## config.mk

```make
export PLATFORM = sky130hd
export DESIGN_NAME = bcd_rtc_register_file_core
export DESIGN_NICKNAME = d
export VERILOG_FILES = /design/src/rtl/brtc_pkg.sv /design/src/rtl/brtc_advance.sv /design/src/rtl/brtc_regfile.sv /design/src/rtl/bcd_rtc_register_file_core.sv
export VERILOG_INCLUDE_DIRS = /design/src /design/src/rtl
export SDC_FILE = /design/constraint.sdc
export NUM_CORES = 1
export LEC_CHECK = 0
export ABC_AREA = 1
export CAP_MARGIN = 20
export CELL_PAD_IN_SITES_DETAIL_PLACEMENT = 1
export CELL_PAD_IN_SITES_GLOBAL_PLACEMENT = 2
export CORE_ASPECT_RATIO = 0.9
export CORE_MARGIN = 1.5
export CORE_UTILIZATION = 40
export CTS_CLUSTER_SIZE = 28
export DETAILED_ROUTE_END_ITERATION = 8
export DONT_BUFFER_PORTS = 1
export PLACE_DENSITY = 0.87
export SLEW_MARGIN = 20
export SYNTH_ARGS = -nofsm -noshare
export SYNTH_HDL_FRONTEND = slang
export SYNTH_SLANG_ARGS = --single-unit
```

## constraint.sdc

```tcl
create_clock -name clk -period 6.6 [get_ports clk]
set_input_delay 0.99 -clock clk [delete_from_list [all_inputs] [get_ports clk]]
set_output_delay 0.99 -clock clk [all_outputs]
set_load 0.01 [all_outputs]
```

## src/rtl/bcd_rtc_register_file_core_assert.svh

```systemverilog
// ----------------------------------------------------------------------------
// bcd rtc register file assertion macros
// Concurrent assertion wrappers shared by the rtc register file modules.
// ----------------------------------------------------------------------------
`ifndef BCD_RTC_REGISTER_FILE_CORE_ASSERT_SVH
`define BCD_RTC_REGISTER_FILE_CORE_ASSERT_SVH

`ifndef SYNTHESIS
`define BRTC_ASSERT(lbl, clk, rst_n, prop, msg) \
	lbl: assert property (@(posedge clk) disable iff (!rst_n) prop) else $error(msg);
`define BRTC_ASSERT_NORST(lbl, clk, prop, msg) \
	lbl: assert property (@(posedge clk) prop) else $error(msg);
`else
`define BRTC_ASSERT(lbl, clk, rst_n, prop, msg)
`define BRTC_ASSERT_NORST(lbl, clk, prop, msg)
`endif

`endif

```

## src/rtl/brtc_pkg.sv

```systemverilog
// ----------------------------------------------------------------------------
// brtc_pkg
// Types, register map, command codes and counter helpers for the rtc core.
// ----------------------------------------------------------------------------
package brtc_pkg;

	typedef logic [3:0] nib_t;
	typedef logic [3:0] addr_t;
	typedef nib_t [15:0] brtc_file_t;

	typedef enum logic [1:0] {
		CMD_TICK  = 2'd0,
		CMD_WRITE = 2'd1,
		CMD_READ  = 2'd2,
		CMD_NOP   = 2'd3
	} cmd_t;

	localparam addr_t IX_TEST   = 4'd0;
	localparam addr_t IX_TENTHS = 4'd1;
	localparam addr_t IX_SEC1   = 4'd2;
	localparam addr_t IX_SEC10  = 4'd3;
	localparam addr_t IX_MIN1   = 4'd4;
	localparam addr_t IX_MIN10  = 4'd5;
	localparam addr_t IX_HOUR1  = 4'd6;
	localparam addr_t IX_HOUR10 = 4'd7;
	localparam addr_t IX_DAY1   = 4'd8;
	localparam addr_t IX_DAY10  = 4'd9;
	localparam addr_t IX_WDAY   = 4'd10;
	localparam addr_t IX_MON1   = 4'd11;
	localparam addr_t IX_MON10  = 4'd12;
	localparam addr_t IX_YEAR   = 4'd13;
	localparam addr_t IX_RESET  = 4'd14;
	localparam addr_t IX_INTR   = 4'd15;

	// weekday, day units and month units come up as one
	localparam brtc_file_t FILE_RESET = 64'h0000_1101_0000_0000;

	localparam logic [7:0] RD_NONE    = 8'hFF;
	localparam logic [7:0] SEC_SPAN   = 8'd60;
	localparam logic [7:0] HOUR_SPAN  = 8'd24;
	localparam logic [7:0] MONTH_SPAN = 8'd12;

	typedef struct packed {
		logic  tick;
		logic  wr;
		addr_t addr;
		nib_t  wdata;
	} brtc_op_t;

	typedef struct packed {
		logic carry;
		nib_t hi;
		nib_t lo;
	} pair_t;

	function automatic logic [7:0] pair_value(nib_t lo_n, nib_t hi_n);
		return {1'b0, hi_n, 3'b000} + {3'b000, hi_n, 1'b0} + {4'h0, lo_n};
	endfunction

	// bump a units/tens pair, roll to lo_min at or past limit
	function automatic pair_t bump_pair(nib_t lo_n, nib_t hi_n, nib_t lo_min,
		logic [7:0] limit);
		logic [7:0] v;
		logic [7:0] rem;
		nib_t       q;
		pair_t      r;
		v = pair_value(lo_n, hi_n) + 8'd1;
		if (v >= 8'd50)      q = 4'd5;
		else if (v >= 8'd40) q = 4'd4;
		else if (v >= 8'd30) q = 4'd3;
		else if (v >= 8'd20) q = 4'd2;
		else if (v >= 8'd10) q = 4'd1;
		else                 q = 4'd0;
		rem = v - ({1'b0, q, 3'b000} + {3'b000, q, 1'b0});
		if (v >= limit) begin
			r.carry = 1'b1;
			r.hi    = 4'd0;
			r.lo    = lo_min;
		end else begin
			r.carry = 1'b0;
			r.hi    = q;
			r.lo    = rem[3:0];
		end
		return r;
	endfunction

	function automatic logic [7:0] days_in_month(nib_t mon1, nib_t mon10, nib_t year);
		logic [7:0] m;
		logic [7:0] d;
		m = pair_value(mon1, mon10);
		if (m < 8'd1 || m > MONTH_SPAN) begin
			d = 8'd31;
		end else begin
			case (m[3:0])
				4'd2:    d = (year[1:0] == 2'b11) ? 8'd29 : 8'd28;
				4'd4:    d = 8'd30;
				4'd6:    d = 8'd30;
				4'd9:    d = 8'd30;
				4'd11:   d = 8'd30;
				default: d = 8'd31;
			endcase
		end
		return d;
	endfunction

endpackage

```

## src/rtl/brtc_advance.sv

```systemverilog
// ----------------------------------------------------------------------------
// brtc_advance
// Next-second logic: cascaded bcd counters from seconds up to the year.
// ----------------------------------------------------------------------------
module brtc_advance (
	input  brtc_pkg::brtc_file_t cur,
	output brtc_pkg::brtc_file_t nxt
);
	import brtc_pkg::*;

	pair_t      sec;
	pair_t      mins;
	pair_t      hrs;
	pair_t      day;
	pair_t      mon;
	logic [7:0] dim;

	always_comb begin
		nxt  = cur;
		sec  = bump_pair(cur[IX_SEC1], cur[IX_SEC10], 4'd0, SEC_SPAN);
		mins = bump_pair(cur[IX_MIN1], cur[IX_MIN10], 4'd0, SEC_SPAN);
		hrs  = bump_pair(cur[IX_HOUR1], cur[IX_HOUR10], 4'd0, HOUR_SPAN);
		dim  = days_in_month(cur[IX_MON1], cur[IX_MON10], cur[IX_YEAR]);
		day  = bump_pair(cur[IX_DAY1], cur[IX_DAY10], 4'd1, dim + 8'd1);
		mon  = bump_pair(cur[IX_MON1], cur[IX_MON10], 4'd1, MONTH_SPAN + 8'd1);
		if (cur[IX_RESET][0]) begin
			nxt[IX_SEC1]  = sec.lo;
			nxt[IX_SEC10] = sec.hi;
			if (sec.carry) begin
				nxt[IX_MIN1]  = mins.lo;
				nxt[IX_MIN10] = mins.hi;
				if (mins.carry) begin
					nxt[IX_HOUR1]  = hrs.lo;
					nxt[IX_HOUR10] = hrs.hi;
					if (hrs.carry) begin
						nxt[IX_DAY1]  = day.lo;
						nxt[IX_DAY10] = day.hi;
						if (day.carry) begin
							nxt[IX_MON1]  = mon.lo;
							nxt[IX_MON10] = mon.hi;
							if (mon.carry) begin
								nxt[IX_YEAR] = cur[IX_YEAR] + 4'd1;
							end
						end
					end
				end
			end
		end
	end

endmodule

```

## src/rtl/brtc_regfile.sv

```systemverilog
// ----------------------------------------------------------------------------
// brtc_regfile
// Sixteen nibble registers with tick update, host write and read decode.
// ----------------------------------------------------------------------------
`include "bcd_rtc_register_file_core_assert.svh"

module brtc_regfile (
	input  logic               clk,
	input  logic               arst_n,
	input  brtc_pkg::brtc_op_t op,
	output logic [7:0]         rd_data
);
	import brtc_pkg::*;

	brtc_file_t file_q;
	brtc_file_t tick_file;

	brtc_advance u_advance (
		.cur (file_q),
		.nxt (tick_file)
	);

	always_ff @(posedge clk or negedge arst_n) begin
		if (!arst_n) begin
			file_q <= FILE_RESET;
		end else if (op.tick) begin
			file_q <= tick_file;
		end else if (op.wr && op.addr >= IX_MIN1) begin
			file_q[op.addr] <= op.wdata;
		end
	end

	always_comb begin
		if ((op.addr != IX_TEST && op.addr <= IX_MON10) || op.addr == IX_INTR) begin
			rd_data = {4'h0, file_q[op.addr]};
		end else begin
			rd_data = RD_NONE;
		end
	end

	`BRTC_ASSERT(a_sec_bcd, clk, arst_n,
		(file_q[IX_SEC1] <= 4'd9 && file_q[IX_SEC10] <= 4'd5),
		"seconds left valid bcd range")
	`BRTC_ASSERT(a_fixed_zero, clk, arst_n,
		(file_q[IX_TEST] == 4'd0 && file_q[IX_TENTHS] == 4'd0),
		"test or tenths register changed")
	`BRTC_ASSERT(a_halted_tick, clk, arst_n,
		(op.tick && !file_q[IX_RESET][0]) |=> $stable(file_q),
		"tick changed state while clock halted")

endmodule

```

## src/rtl/bcd_rtc_register_file_core.sv

```systemverilog
// ----------------------------------------------------------------------------
// bcd_rtc_register_file_core
// Bcd real-time clock held in sixteen nibble registers, stream interface.
// ----------------------------------------------------------------------------
// Each input word on s_axis is a one-second tick, a register write or a
// register read (a fourth code does nothing). Ticks advance seconds through
// year only while bit 0 of the reset register is set. Writes and ticks give
// no output word; each read gives one word on m_axis: the nibble for
// registers 1 to 12 and 15, 0xFF for the rest.
// An input word is registered and executed from the input register against
// the register file, where a read waits while the result register is full;
// a read result is registered again before it appears on m_axis.
// One word is taken every cycle while no read waits; the counter cascade
// and read decode sit in a single stage between input and output registers.
// When m_axis stalls, the pending read result holds; ticks and writes keep
// flowing until a following read reaches the input register, and
// s_axis_tready drops only while that read is held there.
// Reset (arst_n low) empties both registers and loads the clock with day 1,
// month 1, weekday 1, everything else zero and the clock halted.
// ----------------------------------------------------------------------------
`include "bcd_rtc_register_file_core_assert.svh"

module bcd_rtc_register_file_core (
	input  logic        clk,
	input  logic        arst_n,
	input  logic        s_axis_tvalid,
	output logic        s_axis_tready,
	input  logic [15:0] s_axis_tdata,  // cmd[1:0], reg_addr[5:2], write_data[9:6]
	output logic        m_axis_tvalid,
	input  logic        m_axis_tready,
	output logic [7:0]  m_axis_tdata   // read_data[7:0]
);
	import brtc_pkg::*;

	logic       valid_s1;
	cmd_t       cmd_s1;
	addr_t      addr_s1;
	nib_t       wdata_s1;
	logic       valid_s2;
	logic [7:0] read_data_s2;

	logic       is_rd;
	logic       out_free;
	logic       fire;
	brtc_op_t   op;
	logic [7:0] rd_data;

	assign is_rd         = (cmd_s1 == CMD_READ);
	assign out_free      = !valid_s2 || m_axis_tready;
	assign fire          = valid_s1 && (!is_rd || out_free);
	assign s_axis_tready = !valid_s1 || fire;

	assign op.tick  = fire && (cmd_s1 == CMD_TICK);
	assign op.wr    = fire && (cmd_s1 == CMD_WRITE);
	assign op.addr  = addr_s1;
	assign op.wdata = wdata_s1;

	brtc_regfile u_regfile (
		.clk     (clk),
		.arst_n  (arst_n),
		.op      (op),
		.rd_data (rd_data)
	);

	// input word register
	always_ff @(posedge clk or negedge arst_n) begin
		if (!arst_n) begin
			valid_s1 <= 1'b0;
		end else if (s_axis_tready) begin
			valid_s1 <= s_axis_tvalid;
		end
	end

	always_ff @(posedge clk) begin
		if (s_axis_tready && s_axis_tvalid) begin
			cmd_s1   <= cmd_t'(s_axis_tdata[1:0]);
			addr_s1  <= s_axis_tdata[5:2];
			wdata_s1 <= s_axis_tdata[9:6];
		end
	end

	// result word register
	always_ff @(posedge clk or negedge arst_n) begin
		if (!arst_n) begin
			valid_s2 <= 1'b0;
		end else if (fire && is_rd) begin
			valid_s2 <= 1'b1;
		end else if (m_axis_tready) begin
			valid_s2 <= 1'b0;
		end
	end

	always_ff @(posedge clk) begin
		if (fire && is_rd) begin
			read_data_s2 <= rd_data;
		end
	end

	assign m_axis_tvalid = valid_s2;
	assign m_axis_tdata  = read_data_s2;

	`BRTC_ASSERT(a_read_lands, clk, arst_n,
		(fire && is_rd) |=> (m_axis_tvalid && m_axis_tdata == $past(rd_data)),
		"read result not captured")
	`BRTC_ASSERT(a_result_form, clk, arst_n,
		m_axis_tvalid |-> (m_axis_tdata[7:4] == 4'h0 || m_axis_tdata == RD_NONE),
		"read result neither nibble nor 0xFF")

endmodule

```

==> impl_metrics.ini <==
[synth]
syn_avg_cell_area_um2 = 7.624
synthTopCellsByArea = dfrtp_1, ha_1, nand2_1
ys.flop_type = dfrtp_1
ys_ff_latch = 81
ys_types = 57
async_reset_ff_frac = 0.8148
syn-num-nets = 1019
ys_seq_area_frac = 0.3009
yosys_warnings = 0
synthCells = 918
syn_area_um2 = 6999
yosysTopAreaCellShare = 0.2252
synth_top_area_cell = dfrtp_1
synth_edf_count = 15

[finish]
drive_above_1_share = 0.07709
antenna_cells = 0
final.fill_count = 2127
area_growth_pct = 8.277
stdcell_count = 1156
fin_nets = 1017

[drt]
routed_via_density = 5.271
dr.pass1.iters = 5
post_drt_wl_per_cell_um = 16.66
routed_wl_mm = 19.26
drc = 0
drt_iter0_markers = 246
drtAntennaViolNets = 0
num_vias = 6093

[sta]
whs_ns = 0.3378
timing.slew.headroom = 0.5580
setup_viol = 0
fin_crit_sh = 0.7055
fmax_mhz = 214.8
worst_pin_slew_ns = 0.6591
hold_violations = 0
slew_viol_final = 0
rsz0062_at_grt = false
fin_tns_setup_ns = 0
finClkSkew_ns = 0.009747
min_period_ns = 4.656

[placed_design]
portBuffers = 0
gp_congestion = 0.8004
placedCellCount = 1140
dp_hpwl_mm = 15.21

[power_and_ir_drop]
ir_drop_v = 0.0002078
power_density_nw_per_um2 = 367.0
p_leak_nw = 3.672

[global_routing]
track_usage = 0.2255
grt_max_degree = 67
first_global_vias = 6334
grt_pass1_wl_mm = 32.46
grt.overflow.total = 0
grt_antenna_before_repair = 0

[worst_setup_path]
worstSetupStartpoint = u_regfile.file_q[50]
worstRegToRegCells = 30
required_ns = 6.84
max_stage_delay_ns = 0.47
crit_path_max_fanout = 8
rr_endpoint = u_regfile.file_q[47]
crit_slowest_cell = fa_1
crit_type = register to register
cp-start-kind = register
worstReg2RegStart = u_regfile.file_q[50]
critPathCapture = u_regfile.file_q[47]
endpoint_kind = register
cp_data_arrival_time_ns = 4.90
rrSetupSlack_ns = 1.94

[floorplanning]
fp.dieH_um = 128.5
rows = 45
die_area_um2 = 18300
core_area_um2 = 17000
start_util = 0.4116
die_w_um = 142.4
io_pins = 30

[cts]
hold_buffers = 0
clock_latency_ns = 0.35
ctsResizeCount = 0
tritoncts = done
cts_buffers = 9
cts.path.max_buffers = 2
cts.sinks = 81
htreeDepth = 3
path_clk_slew_ns = 0.07
root_buffer = clkbuf_16
cts_setup_buffers = 0

[outcome]
status = completed

[worst_hold_path]
hp-class = input port to async pin

[run]
cap_viol_max_count = 0
flip-flops by register name, indices dropped and copies added (netlist names):
register and flops:
m_axis_tdata 5, cmd_s1 2, m_axis_tvalid 1, wdata_s1 4
u_regfile.file_q 64, addr_s1 4, valid_s1 1
critical path: cells and delay by family (launching register included):
family,cells,cell delay (ns)
fa+ha+maj,4,1.47
compound gates,5,0.60
flops,1,0.40
buf+inv,7,0.57
simple gates,14,1.48
metal layers:
| layer | part of all wire | up-vias | global-route usage | routed length [um] |
|---|---|---|---|---|
| met4 | 0.012 | 0 | 0.04973 | 238 |
| met1 | 0.49 | 2975 | 0.3057 | 9375 |
| met3 | 0.025 | 22 | 0.03015 | 480 |
| li1 | - | 3032 | - | - |
| met2 | 0.48 | 64 | 0.3854 | 9161 |
| met5 | 0 | - | 0 | 0 |
per-stage QoR:
| stage | setup slack (ns) | total power, mW | utilization | cell area [um2] |
|---|---|---|---|---|
| global placement | 1.930 | 2.175 | 0.4258 | 7241 |
| finish | 1.944 | 2.782 | 0.4457 | 7579 |
| floorplan | 2.553 | 1.852 | - | 6999 |
| detailed placement | 1.903 | 2.230 | 0.4258 | 7241 |
| global route | 1.494 | 3.069 | 0.4457 | 7579 |
| CTS | 1.882 | 2.813 | 0.4457 | 7579 |
cell usage after synthesis (10+ instances only):
cell type,count
a22oi_1,16
nand2_1,192
nor2_1,77
dfrtp_1,63
inv_1,150
nand3_1,46
a21oi_1,42
ha_1,71
fa_1,10
clkbuf_1,12
xor2_1,10
o21ai_0,56
edfxtp_1,15
o22ai_1,24
final cells by class:
cell class,count,area (um2),area share
clock buffers,11,254.0,0.03351
inverters,161,604.3,0.07974
well taps,235,294.0,0.03880
flip-flops and latches,81,2106,0.2779
clock inverters,5,83.83,0.01106
multi-input cells,659,4207,0.5551
repair buffers,4,30.03,0.003962
cells by family after synthesis:
| family | count (synthesis) | share of synthesized area |
|---|---|---|
| compound gates | 190 | 0.1707 |
| xor+xnor | 24 | 0.03540 |
| fa+ha+maj | 81 | 0.1555 |
| buf+inv | 178 | 0.09814 |
| flops | 81 | 0.3009 |
| simple gates | 364 | 0.2394 |
cells in the final DEF (no fill, tap or decap), drive strengths merged, types with 4 or more instances in the layout:
| cell | count |
|---|---|
| a21oi | 48 |
| a221oi | 5 |
| a22oi | 16 |
| a32oi | 4 |
| buf | 4 |
| clkbuf | 11 |
| dfrtp | 63 |
| edfxtp | 15 |
| fa | 10 |
| ha | 71 |
| inv | 161 |
| nand2 | 196 |
| nand3 | 51 |
| nand3b | 6 |
| nand4 | 7 |
| nor2 | 83 |
| nor3 | 11 |
| o2111ai | 5 |
| o21ai | 70 |
| o22ai | 24 |
| or2 | 5 |
| xnor2 | 10 |
| xor2 | 14 |
power by group:
part / switching [mW] / internal, mW
clock network: 0.213 / 0.357
registers: 0.0727 / 0.575
logic: 0.967 / 0.597
how the worst min path moves through the flow:
stage,from,end,depth (start not counted)
final,arst_n,u_regfile.file_q[16],0
after global routing,arst_n,m_axis_tvalid,0
after CTS,arst_n,m_axis_tvalid,0
after detailed placement,u_regfile.file_q[1],u_regfile.file_q[1],0
after global placement,u_regfile.file_q[0],u_regfile.file_q[0],0
after floorplan,u_regfile.file_q[0],u_regfile.file_q[0],1
No activity file was read; power rests on OpenSTA's default activity.
